--- src/rtl/core/lctrs_pkg.sv ---
`timescale 1ns / 1ps
// lctrs_pkg: types, constants and helper functions for the LC tuner relay search
// used by lctrs_next and lc_tuner_relay_search; no dependencies
package lctrs_pkg;

	localparam int COARSE_STEPS = 11;
	localparam logic [4:0] COARSE_STEPS_W = 5'(COARSE_STEPS);

	// configuration register indexes
	localparam logic [1:0] CFG_MIN_POWER    = 2'd0;
	localparam logic [1:0] CFG_STOP_SWR     = 2'd1;
	localparam logic [1:0] CFG_MAX_SWR      = 2'd2;
	localparam logic [1:0] CFG_SETTLE_TICKS = 2'd3;

	localparam logic [15:0] MIN_POWER_RST    = 16'd10;
	localparam logic [13:0] STOP_SWR_RST     = 14'd120;
	localparam logic [13:0] MAX_SWR_RST      = 14'd999;
	localparam logic [7:0]  SETTLE_TICKS_RST = 8'd2;

	typedef enum logic [1:0] {
		PH_WAIT_POWER = 2'd0,
		PH_COARSE     = 2'd1,
		PH_FINE_SETUP = 2'd2,
		PH_FINE_WALK  = 2'd3
	} phase_t;

	typedef enum logic [1:0] {
		ST_IDLE      = 2'd0,
		ST_RUNNING   = 2'd1,
		ST_POWER_LOW = 2'd2,
		ST_READY     = 2'd3
	} tune_status_t;

	typedef struct packed {
		logic        restart;
		logic [15:0] power;
		logic [13:0] swr;
	} tick_t;

	typedef struct packed {
		logic [6:0]   cap_relay_bits;
		logic [6:0]   ind_relay_bits;
		logic         cap_side;
		tune_status_t status;
		logic         relays_updated;
	} result_t;

	typedef struct packed {
		logic [15:0] min_power;
		logic [13:0] stop_swr;
		logic [13:0] max_swr;
		logic [7:0]  settle_ticks;
	} cfg_t;

	typedef struct packed {
		phase_t       phase;
		tune_status_t status;
		logic [7:0]   settle_count;
		logic [3:0]   cap_index;
		logic [3:0]   ind_index;
		logic [13:0]  best_ratio;
		logic [3:0]   best_cap_index;
		logic [3:0]   best_ind_index;
		logic         best_side;
		logic [13:0]  row_best_ratio;
		logic [13:0]  prev_row_best_ratio;
		logic         side;
		logic [6:0]   cap_out;
		logic [6:0]   ind_out;
	} state_t;

	typedef logic [2:0][6:0] points_t;

	typedef struct packed {
		points_t cap_pts;
		points_t ind_pts;
	} fine_pts_t;

	function automatic logic [6:0] relay_tab(input logic [3:0] i);
		logic [6:0] v;
		case (i)
			4'd0:    v = 7'h00;
			4'd1:    v = 7'h01;
			4'd2:    v = 7'h02;
			4'd3:    v = 7'h04;
			4'd4:    v = 7'h08;
			4'd5:    v = 7'h10;
			4'd6:    v = 7'h20;
			4'd7:    v = 7'h40;
			4'd8:    v = 7'h60;
			4'd9:    v = 7'h70;
			default: v = 7'h7F;
		endcase
		return v;
	endfunction

	// x + x/20, with x/20 = (x>>2)/5 through a reciprocal multiply
	function automatic logic [14:0] plus5(input logic [13:0] x);
		logic [11:0] y;
		logic [23:0] prod;
		y = x[13:2];
		prod = 24'(y) * 24'd3277;
		return 15'(x) + 15'(prod[23:14]);
	endfunction

	function automatic logic [1:0] fix_index(input logic [3:0] i);
		return (i < 4'd3) ? i[1:0] : 2'd1;
	endfunction

	function automatic logic [6:0] pick3(input points_t p, input logic [1:0] i);
		logic [6:0] v;
		case (i)
			2'd0:    v = p[0];
			2'd2:    v = p[2];
			default: v = p[1];
		endcase
		return v;
	endfunction

	// low, middle and high fine points around coarse index b
	function automatic points_t make_points(input logic [3:0] b);
		logic [6:0] mid;
		logic [6:0] dl;
		logic [6:0] dh;
		points_t    p;
		mid = relay_tab(b);
		dl = 7'd0;
		dh = 7'd0;
		if (b != 4'd0) begin
			dl = (mid - relay_tab(b - 4'd1)) >> 1;
		end
		if ((5'(b) < (COARSE_STEPS_W - 5'd1)) && (b != 4'd15)) begin
			dh = (relay_tab(b + 4'd1) - mid) >> 1;
		end
		p[0] = mid - dl;
		p[1] = mid;
		p[2] = mid + dh;
		return p;
	endfunction

endpackage

--- src/rtl/core/lctrs_next.sv ---
`timescale 1ns / 1ps
// lctrs_next: per-tick next-state and result logic of the relay search
// depends on lctrs_pkg
module lctrs_next (
	input  lctrs_pkg::state_t    st,
	input  lctrs_pkg::fine_pts_t pts,
	input  lctrs_pkg::cfg_t      cfg,
	input  lctrs_pkg::tick_t     tk,
	output lctrs_pkg::state_t    st_nx,
	output lctrs_pkg::fine_pts_t pts_nx,
	output lctrs_pkg::result_t   res
);
	import lctrs_pkg::*;

	logic upd;

	always_comb begin
		logic [4:0]  c5;
		logic [4:0]  ind5;
		logic [13:0] rb;
		logic        done;
		logic [1:0]  cf;
		logic [1:0]  fi;
		logic        moved;
		st_nx = st;
		pts_nx = pts;
		upd = 1'b0;
		c5 = 5'd0;
		ind5 = 5'd0;
		rb = st.row_best_ratio;
		done = 1'b0;
		cf = 2'd1;
		fi = 2'd1;
		moved = 1'b0;
		if (tk.restart) begin
			st_nx.status = ST_IDLE;
			st_nx.phase = PH_WAIT_POWER;
			st_nx.side = 1'b0;
			st_nx.cap_out = 7'd0;
			st_nx.ind_out = 7'd0;
			upd = 1'b1;
			st_nx.settle_count = cfg.settle_ticks;
		end else if (st.status == ST_READY) begin
			st_nx = st;
		end else if (st.settle_count != 8'd0) begin
			st_nx.settle_count = st.settle_count - 8'd1;
		end else if ((st.phase != PH_WAIT_POWER) && (tk.power < cfg.min_power)) begin
			st_nx.status = ST_POWER_LOW;
		end else begin
			case (st.phase)
				PH_WAIT_POWER: begin
					if (tk.power >= cfg.min_power) begin
						st_nx.phase = PH_COARSE;
						st_nx.status = ST_RUNNING;
						st_nx.best_ratio = cfg.max_swr;
						st_nx.row_best_ratio = cfg.max_swr;
						st_nx.prev_row_best_ratio = cfg.max_swr;
						st_nx.cap_index = 4'd0;
						st_nx.ind_index = 4'd0;
						st_nx.settle_count = cfg.settle_ticks;
					end
				end
				PH_COARSE: begin
					if (tk.swr <= cfg.stop_swr) begin
						st_nx.status = ST_READY;
					end else begin
						rb = (tk.swr < st.row_best_ratio) ? tk.swr : st.row_best_ratio;
						st_nx.row_best_ratio = rb;
						if (tk.swr < st.best_ratio) begin
							st_nx.best_ratio = tk.swr;
							st_nx.best_cap_index = st.cap_index;
							st_nx.best_ind_index = st.ind_index;
							st_nx.best_side = st.side;
						end
						c5 = {1'b0, st.cap_index} + 5'd1;
						ind5 = {1'b0, st.ind_index};
						if ((c5 >= COARSE_STEPS_W) || ({1'b0, tk.swr} > plus5(rb))) begin
							c5 = 5'd0;
							ind5 = ind5 + 5'd1;
							// row more than 5% worse than the previous one: leave this side
							if (plus5(st.prev_row_best_ratio) < {1'b0, rb}) begin
								if (st.side) begin
									st_nx.cap_index = 4'd0;
									st_nx.ind_index = ind5[3:0];
									st_nx.phase = PH_FINE_SETUP;
									done = 1'b1;
								end else begin
									st_nx.side = 1'b1;
									ind5 = 5'd0;
									st_nx.prev_row_best_ratio = cfg.max_swr;
									st_nx.row_best_ratio = cfg.max_swr;
								end
							end else begin
								st_nx.prev_row_best_ratio = rb;
								st_nx.row_best_ratio = cfg.max_swr;
							end
							if (!done && (ind5 >= COARSE_STEPS_W)) begin
								ind5 = 5'd0;
								if (st_nx.side) begin
									st_nx.cap_index = 4'd0;
									st_nx.ind_index = 4'd0;
									st_nx.phase = PH_FINE_SETUP;
									done = 1'b1;
								end else begin
									st_nx.side = 1'b1;
								end
							end
						end
						if (!done) begin
							st_nx.cap_index = c5[3:0];
							st_nx.ind_index = ind5[3:0];
							st_nx.cap_out = relay_tab(c5[3:0]);
							st_nx.ind_out = relay_tab(ind5[3:0]);
							upd = 1'b1;
							st_nx.settle_count = cfg.settle_ticks;
						end
					end
				end
				PH_FINE_SETUP: begin
					st_nx.side = st.best_side;
					pts_nx.cap_pts = make_points(st.best_cap_index);
					pts_nx.ind_pts = make_points(st.best_ind_index);
					st_nx.best_ratio = cfg.max_swr;
					st_nx.best_cap_index = 4'd1;
					st_nx.best_ind_index = 4'd1;
					st_nx.cap_index = 4'd1;
					st_nx.ind_index = 4'd1;
					st_nx.cap_out = relay_tab(st.best_cap_index);
					st_nx.ind_out = relay_tab(st.best_ind_index);
					upd = 1'b1;
					st_nx.settle_count = cfg.settle_ticks;
					st_nx.phase = PH_FINE_WALK;
				end
				PH_FINE_WALK: begin
					cf = fix_index(st.cap_index);
					fi = fix_index(st.ind_index);
					if (tk.swr <= cfg.stop_swr) begin
						st_nx.status = ST_READY;
					end else begin
						if (tk.swr < st.best_ratio) begin
							st_nx.best_ratio = tk.swr;
							st_nx.best_cap_index = {2'b00, cf};
							st_nx.best_ind_index = {2'b00, fi};
						end
						if (cf == 2'd1) begin
							if (pts.cap_pts[0] != pts.cap_pts[1]) begin
								cf = 2'd0;
								moved = 1'b1;
							end else if (pts.cap_pts[2] != pts.cap_pts[1]) begin
								cf = 2'd2;
								moved = 1'b1;
							end
						end
						if (!moved && (cf == 2'd0) && (pts.cap_pts[2] != pts.cap_pts[1])) begin
							cf = 2'd2;
							moved = 1'b1;
						end
						if (!moved) begin
							cf = 2'd1;
							// inductor step continues from the low point to the high point
							if (fi == 2'd1) begin
								if (pts.ind_pts[0] != pts.ind_pts[1]) begin
									fi = 2'd0;
									moved = 1'b1;
								end else if (pts.ind_pts[2] != pts.ind_pts[1]) begin
									fi = 2'd2;
									moved = 1'b1;
								end
							end
							if (!moved && (fi == 2'd0) &&
							    (pts.ind_pts[2] != pts.ind_pts[1])) begin
								fi = 2'd2;
								moved = 1'b1;
							end
							if (!moved) begin
								fi = 2'd1;
							end
						end
						st_nx.cap_index = {2'b00, cf};
						st_nx.ind_index = {2'b00, fi};
						upd = 1'b1;
						if (!moved) begin
							st_nx.cap_out = pick3(pts.cap_pts, fix_index(st_nx.best_cap_index));
							st_nx.ind_out = pick3(pts.ind_pts, fix_index(st_nx.best_ind_index));
							st_nx.status = ST_READY;
						end else begin
							st_nx.cap_out = pick3(pts.cap_pts, cf);
							st_nx.ind_out = pick3(pts.ind_pts, fi);
							st_nx.settle_count = cfg.settle_ticks;
						end
					end
				end
				default: begin
					st_nx = st;
				end
			endcase
		end
	end

	always_comb begin
		res.cap_relay_bits = st_nx.cap_out;
		res.ind_relay_bits = st_nx.ind_out;
		res.cap_side = st_nx.side;
		res.status = st_nx.status;
		res.relays_updated = upd;
	end

endmodule

--- src/rtl/core/lc_tuner_relay_search.sv ---
`timescale 1ns / 1ps
// lc_tuner_relay_search: top level of the LC antenna tuner relay search
// depends on lctrs_pkg and lctrs_next
//
// One tick transaction in gives one result transaction out. A tick is
// registered, the search state is advanced by one pass of next-state logic,
// and the result lands in an output register; a new tick is taken every
// cycle, limited only by result_ready. The coarse search,
// fine 3x3 walk, settle countdown and power-low status all live in one state
// register updated once per tick. Configuration writes take effect at once
// and are meant to be done while no tick is in flight.
module lc_tuner_relay_search (
	input  logic               clk,
	input  logic               arst_n,
	input  logic               cfg_wr_en,
	input  logic [1:0]         cfg_index,
	input  logic [15:0]        cfg_data,
	input  logic               tick_valid,
	output logic               tick_ready,
	input  lctrs_pkg::tick_t   tick,
	output logic               result_valid,
	input  logic               result_ready,
	output lctrs_pkg::result_t result
);
	import lctrs_pkg::*;

	cfg_t      cfg_q;
	state_t    state_q;
	state_t    st_nx;
	fine_pts_t pts_q;
	fine_pts_t pts_nx;
	tick_t     tick_s1;
	logic      valid_s1;
	result_t   res_nx;
	result_t   result_q;
	logic      result_valid_q;
	logic      advance;

	assign advance = valid_s1 && (!result_valid_q || result_ready);
	assign tick_ready = !valid_s1 || advance;
	assign result_valid = result_valid_q;
	assign result = result_q;

	always_ff @(posedge clk or negedge arst_n) begin
		if (!arst_n) begin
			cfg_q.min_power <= MIN_POWER_RST;
			cfg_q.stop_swr <= STOP_SWR_RST;
			cfg_q.max_swr <= MAX_SWR_RST;
			cfg_q.settle_ticks <= SETTLE_TICKS_RST;
		end else if (cfg_wr_en) begin
			case (cfg_index)
				CFG_MIN_POWER:    cfg_q.min_power <= cfg_data;
				CFG_STOP_SWR:     cfg_q.stop_swr <= cfg_data[13:0];
				CFG_MAX_SWR:      cfg_q.max_swr <= cfg_data[13:0];
				CFG_SETTLE_TICKS: cfg_q.settle_ticks <= cfg_data[7:0];
				default:          cfg_q <= cfg_q;
			endcase
		end
	end

	lctrs_next u_next (
		.st     (state_q),
		.pts    (pts_q),
		.cfg    (cfg_q),
		.tk     (tick_s1),
		.st_nx  (st_nx),
		.pts_nx (pts_nx),
		.res    (res_nx)
	);

	// input stage
	always_ff @(posedge clk or negedge arst_n) begin
		if (!arst_n) begin
			valid_s1 <= 1'b0;
		end else if (tick_ready) begin
			valid_s1 <= tick_valid;
		end
	end

	always_ff @(posedge clk) begin
		if (tick_valid && tick_ready) begin
			tick_s1 <= tick;
		end
	end

	// search state
	always_ff @(posedge clk or negedge arst_n) begin
		if (!arst_n) begin
			state_q.phase <= PH_WAIT_POWER;
			state_q.status <= ST_IDLE;
			state_q.settle_count <= SETTLE_TICKS_RST;
			state_q.cap_index <= 4'd0;
			state_q.ind_index <= 4'd0;
			state_q.best_ratio <= 14'd0;
			state_q.best_cap_index <= 4'd0;
			state_q.best_ind_index <= 4'd0;
			state_q.best_side <= 1'b0;
			state_q.row_best_ratio <= 14'd0;
			state_q.prev_row_best_ratio <= 14'd0;
			state_q.side <= 1'b0;
			state_q.cap_out <= 7'd0;
			state_q.ind_out <= 7'd0;
		end else if (advance) begin
			state_q <= st_nx;
		end
	end

	// fine points, written on entering the fine grid
	always_ff @(posedge clk) begin
		if (advance) begin
			pts_q <= pts_nx;
		end
	end

	// result register
	always_ff @(posedge clk or negedge arst_n) begin
		if (!arst_n) begin
			result_valid_q <= 1'b0;
		end else if (advance) begin
			result_valid_q <= 1'b1;
		end else if (result_ready) begin
			result_valid_q <= 1'b0;
		end
	end

	always_ff @(posedge clk) begin
		if (advance) begin
			result_q <= res_nx;
		end
	end

	a_restart_clears: assert property (@(posedge clk) disable iff (!arst_n)
		(advance && tick_s1.restart) |=>
		(result_q.status == ST_IDLE && result_q.relays_updated &&
		 result_q.cap_relay_bits == 7'd0 && result_q.ind_relay_bits == 7'd0))
		else $error("restart did not clear relays");

	a_ready_holds: assert property (@(posedge clk) disable iff (!arst_n)
		(advance && !tick_s1.restart && state_q.status == ST_READY) |=>
		(result_q.status == ST_READY && !result_q.relays_updated))
		else $error("ready state changed without restart");

	a_stage_kept: assert property (@(posedge clk) disable iff (!arst_n)
		(valid_s1 && !advance) |=> valid_s1)
		else $error("tick lost in input stage");

	a_fine_index: assert property (@(posedge clk) disable iff (!arst_n)
		(state_q.phase == PH_FINE_WALK) |->
		(state_q.cap_index <= 4'd2 && state_q.ind_index <= 4'd2))
		else $error("fine walk index out of grid");

endmodule
--- config.mk ---
export PLATFORM = sky130hd
export DESIGN_NAME = lc_tuner_relay_search
export DESIGN_NICKNAME = d
export VERILOG_FILES = /design/src/rtl/core/lctrs_pkg.sv /design/src/rtl/core/lctrs_next.sv /design/src/rtl/core/lc_tuner_relay_search.sv
export SDC_FILE = /design/constraint.sdc
export NUM_CORES = 1
export LEC_CHECK = 0
export BUFFER_PORTS_ARGS = -buffer_cell sky130_fd_sc_hd__buf_2
export CAP_MARGIN = 15
export CORE_UTILIZATION = 40
export CTS_CLUSTER_DIAMETER = 120
export DETAILED_ROUTE_END_ITERATION = 8
export HOLD_SLACK_MARGIN = 0.08
export SETUP_SLACK_MARGIN = 0.5
export SLEW_MARGIN = 20
export SYNTH_ARGS = -nofsm -noshare
export SYNTH_HDL_FRONTEND = slang
export SYNTH_SLANG_ARGS = --single-unit
--- constraint.sdc ---
create_clock -name clk -period 11.26 [get_ports clk]
set_input_delay 1.126 -clock clk [delete_from_list [all_inputs] [get_ports clk]]
set_output_delay 1.126 -clock clk [all_outputs]
set_load 0.05 [all_outputs]
# After elaboration in Yosys (flattened, before gate mapping)
# Memory sizes are Yosys's and may differ from the RTL's.
# Cells that the tools add are included.
# totals
register_bits	231
rom_bits	1120
output_inout_bits	20
elab_cells	437
n_memories	10
# op_classes
n_addsub	17
mul	2
n_lt_le_gt_ge	15
n_eq_ne	40
muxes	268
bitwise_logic	4
n_reduce_logical	47
# memory_table
memory	words	word_bits	rd	rd_clocked_by_memory_dff	write_ports	line_no	text
(name not given)	16	7	1	0	0	lctrs_pkg.sv:81	case (i)
(name not given)	16	7	1	0	0	lctrs_pkg.sv:81	
(name not given)	16	7	1	0	0	lctrs_pkg.sv:81	
(name not given)	16	7	1	0	0	lctrs_pkg.sv:81	
(name not given)	16	7	1	0	0	lctrs_pkg.sv:81	
(name not given)	16	7	1	0	0	lctrs_pkg.sv:81	
+4 memories	-	-	-	-	-	-	
# ops
op	n
two-way mux 82 bit	7
two-way mux 7 bit	54
two-way mux 38 bit	5
two-way mux 34 bit	5
two-way mux 22 bit	7
one-hot mux 30 bit (4 select lines)	1
two-way mux 2 bit	51
two-way mux 86 bit	1
two-way mux 1 bit	77
two-way mux 74 bit	1
two-way mux 4 bit	16
two-way mux 29 bit	2
two-way mux 14 bit	4
two-way mux 28 bit	2
two-way mux 8 bit	7
one-hot mux 28 bit (2 select lines)	1
one-hot mux 7 bit (2 select lines)	4
multiplier 12 x 12 -> 24 bit (second input constant)	2
two-way mux 5 bit	9
one-hot mux 14 bit (3 select lines)	1
subtractor 7 bit	6
AND reduction 8 bit	4
adder 14 x 10 -> 15 bit	2
less-than comparator 14 bit	2
49 further kinds	122

# Logic depth before layout (Yosys ltp)
# depth
ltp_word	57
ltp_mapped	51

# Cells and area by module
# A second synthesis with hierarchy kept.
# unflattened
hier_cells	2595
area_unflattened_um2	24507.3
# modules_own_cells
mod	instances	cells_each	area_each_um2	seq_area_each_um2
lctrs_next	1	2203	16522.1	0.0
lc_tuner_relay_search	1	392	7985.2	6256.0

# Worst setup path before layout
# Ideal clock, no wire load.
# synth_path
path_kind	register to register
startpoint	reg tick_s1[5] (netlist name)
endpoint	reg result_q, in the netlist result[14] (data pin)
setup_time_ps	272
arrival_ps	10094
t_required_ps	10988
setup_slack_ps	895
stages_incl_launch_ff	46
period_less_slack_ps	10365
path_cell_list	edfxtp_1 > ha_1 > a211o_1 > a21oi_1 > o21a_1 > clkbuf_1 > nor2_1 > a21oi_1 > inv_1 > ha_1 > fa_1 > inv_1 > fa_1 > inv_1 > fa_1 > inv_1 > fa_1 > inv_1 > (+10 left out) > or2_2 > o31ai_1 > o21ai_0 > a21oi_1 > xnor2_1 > ha_1 > nor2_1 > nor2_1 > a221oi_1 > o31a_1 > a211oi_1 > or2_2 > buf_2 > a31oi_1 > clkbuf_1 > o21ai_0 > a222oi_1 > a211oi_1
# synth_lines
element	line_no	text
from (decl)	lc_tuner_relay_search.sv:32	tick_t tick_s1;
from (signal assigned)	lc_tuner_relay_search.sv:82	tick_s1 <= tick;
to (signal assigned)	lc_tuner_relay_search.sv:128	result_q <= res_nx;
to (decl)	lc_tuner_relay_search.sv:35	result_t result_q;

==> out/qor.yml <==
r2r_end: "result[6]"
maxCapViolations: 0
syn_nets: 2900
rsz0062_at_grt: "false"
io-pin-count: 74
synth_xor_xnor_area_share_pct: 5.01
startpoint_type: "flip-flop"
cts_htree_levels: 1
synth_area_sq_um: 22200
hold_depth: 1
crit_type: "flip-flop to flip-flop"
die_area_sq_um: 56500
dr.pass1.iters: 5
crit_path_end_kind: "flip-flop"
skew_ps: 21.9
num_vias: 18310
ys.flop_type: "dfrtp_1"
cp_data_arrival_time_ps: 10760
core_sq_um: 54300
clock-sinks: 231
start_util_pct: 40.9
reg2reg_setup_slack_ps: 880
worst_slew_pin_slew_ps: 1130
dp_hpwl_microns: 49000
layout.nets: 3002
period_share_pct: 92.1
drt_iter0_markers: 1359
tns_ps: 0
clock_latency_ps: 550
worstReg2RegStart: "tick_s1[7]"
die_w_microns: 238
hold_start: "valid_s1"
holdWs_ps: 498
slew_violations: 0
seq_area_frac_synth_pct: 28.2
setup_viol_count_final: 0
numCtsBuffers: 24
r2r_cells: 47
antennaDiodeCount: 0
status: "finished, final reports clean"
worstPathRequired_ps: 11640
layout-drive-gt1-share_pct: 13.3
fin_crit_ps: 10380
slowest_stage: "fa_1"
fmax_mhz: 96.4
slew_headroom_pct: 24.4
synth_seq_cells: 231
hp-class: "flip-flop to flip-flop"
synthAdderAreaFrac_pct: 27.3
dieHeight_microns: 238
yosys_warnings: 0
drt-total-wl_microns: 63100
crit_top_cell: "a21oi_2"
synth_top_family_by_area: "adder cells"
area_delta_synth_final_pct: 12.4
synth_compound_area_share_pct: 17.7
postRouteAntennaNets: 0
grt_pass1_vias: 18199
grt_max_degree: 83
route.detailed.drc: 0
netlist_instances: 2413
synth_area_per_cell_sq_um: 9.20
grt_pass1_wl_microns: 98900
rows: 85
ys_async_sr_fraction_pct: 60.6
portBuffers: 73
cts-root-buf: "clkbuf_16"
cts_hold_buffers: 0
synth.mux.area_fraction_pct: 3.89
cts_buffer_depth: 3
hold-path-endpoint: "result_valid"
clk_pin_slew_worst_paths_ps: 70
overflow: 0
place_congestion: 0.921
cts_tree: "built"
wl_per_cell_microns: 19.3
utilization_pct: 45.9
antenna_found_initial: 4
report.final.hold_viol_count: 0
synth-simple-area-share_pct: 11.2
cp_max_fo: 10
vias_per_cell: 5.60
critPathMaxStageDelay_ps: 530
gr-usage-all-layers_pct: 22.1
synth_edf_count: 91
ys_types: 86
## cells in the final DEF (no fill, tap or decap), types with 34 or more instances in the layout
| cell type | n |
|---|---|
| ha_1 | 343 |
| inv_1 | 306 |
| a21oi_1 | 181 |
| nor2_1 | 179 |
| nand2_1 | 143 |
| dfrtp_1 | 124 |
| o21ai_0 | 118 |
| edfxtp_1 | 91 |
| xnor2_1 | 90 |
| fa_1 | 85 |
| buf_4 | 82 |
| buf_2 | 72 |
| mux2_2 | 49 |
| a21o_1 | 41 |
| nor3_1 | 39 |
| nand3_1 | 36 |
| xor2_1 | 35 |
| a211oi_1 | 34 |
## layer usage
layer | global-route usage, % | up-vias | share of wire (%)
met1 | 29.5 | 8894 | 44
met3 | 2.42 | 131 | 5.5
met4 | 7.45 | 2 | 3.2
met5 | 0 | - | 0.019
li1 | - | 8722 | -
met2 | 37.2 | 561 | 47
## cell type report
cell class              count  area (sq um)
fillers                  5162         29400
clock inverters            17           190
multi-input cells        1790         14800
clock buffers              27           632
inverters                 312          1170
repair buffers            156           998
well taps                 739           925
flip-flops and latches    231          6260
## sequential cells by signal, summed over array words and instances, names as in the netlist
register	flops
pts_q	42
tick_s1	31
result_valid	1
state_q	86
result	18
valid_s1	1
cfg_q	52
## stage by stage
stage,setup WS [ps],std cells,instance area [sq um]
2_1_floorplan,895,2413,22200
3_3_place_gp,183,3208,23700
3_5_place_dp,-62.4,3208,23700
4_1_cts,501,3259,24600
5_1_grt,355,3272,25000
6_report,885,3272,25000
## logic make-up (layout without fill, tap and decap cells)
kind of cell,after synthesis,after routing
AOI/OAI and AO/OA,610,611
xor gates and xnor gates,127,127
adders and majority gates,433,433
buffers and inverters,393,512
DFF,231,231
muxes,80,80
and+or+nand+nor,539,539
## critical path: cells and delay by family (launching register included)
family / cells / cell delay (ps)
buffers and inverters: 8 / 820
AND/OR/NAND/NOR: 9 / 1330
AO/OA/AOI/OAI: 20 / 3810
adder cells (fa/ha/maj): 9 / 3620
XOR/XNOR: 1 / 220
flip-flops: 1 / 390
## worst max path at each step
| stage | start | to | slack, ps |
|---|---|---|---|
| detailed placement | state_q[36] | result[6] | -60 |
| finish | tick_s1[7] | result[6] | 880 |
| global placement | state_q[36] | state_q[81] | 180 |
| floorplan | tick_s1[5] | result[14] | 890 |
| CTS | tick_s1[6] | result[4] | 500 |
| global route | state_q[36] | result[6] | 350 |
## cell usage after synthesis, types with 38 or more instances
| library cell | number | share of area, % |
|---|---|---|
| a21oi_1 | 202 | 4.6 |
| ha_1 | 348 | 20 |
| xnor2_1 | 91 | 3.6 |
| inv_1 | 311 | 5.3 |
| nor3_1 | 40 | 0.90 |
| o21ai_0 | 123 | 2.8 |
| nand2_1 | 145 | 2.5 |
| dfrtp_1 | 124 | 14 |
| nor2_1 | 184 | 3.1 |
| a21o_1 | 41 | 1.4 |
| nand3_1 | 38 | 0.86 |
| clkbuf_1 | 68 | 1.1 |
| mux2_2 | 49 | 2.5 |
| fa_1 | 85 | 7.7 |
| edfxtp_1 | 91 | 12 |
## what timing repair did
item	CTS	global route
pin swaps	4	24
setup endpoints to repair	71	75
buffers inserted	6	13
resized for setup	14	58
cloned	1	0
Power is left out: the tool's default activity adds up to more than one toggle a clock period on the data nets, which glitch-free logic cannot reach.
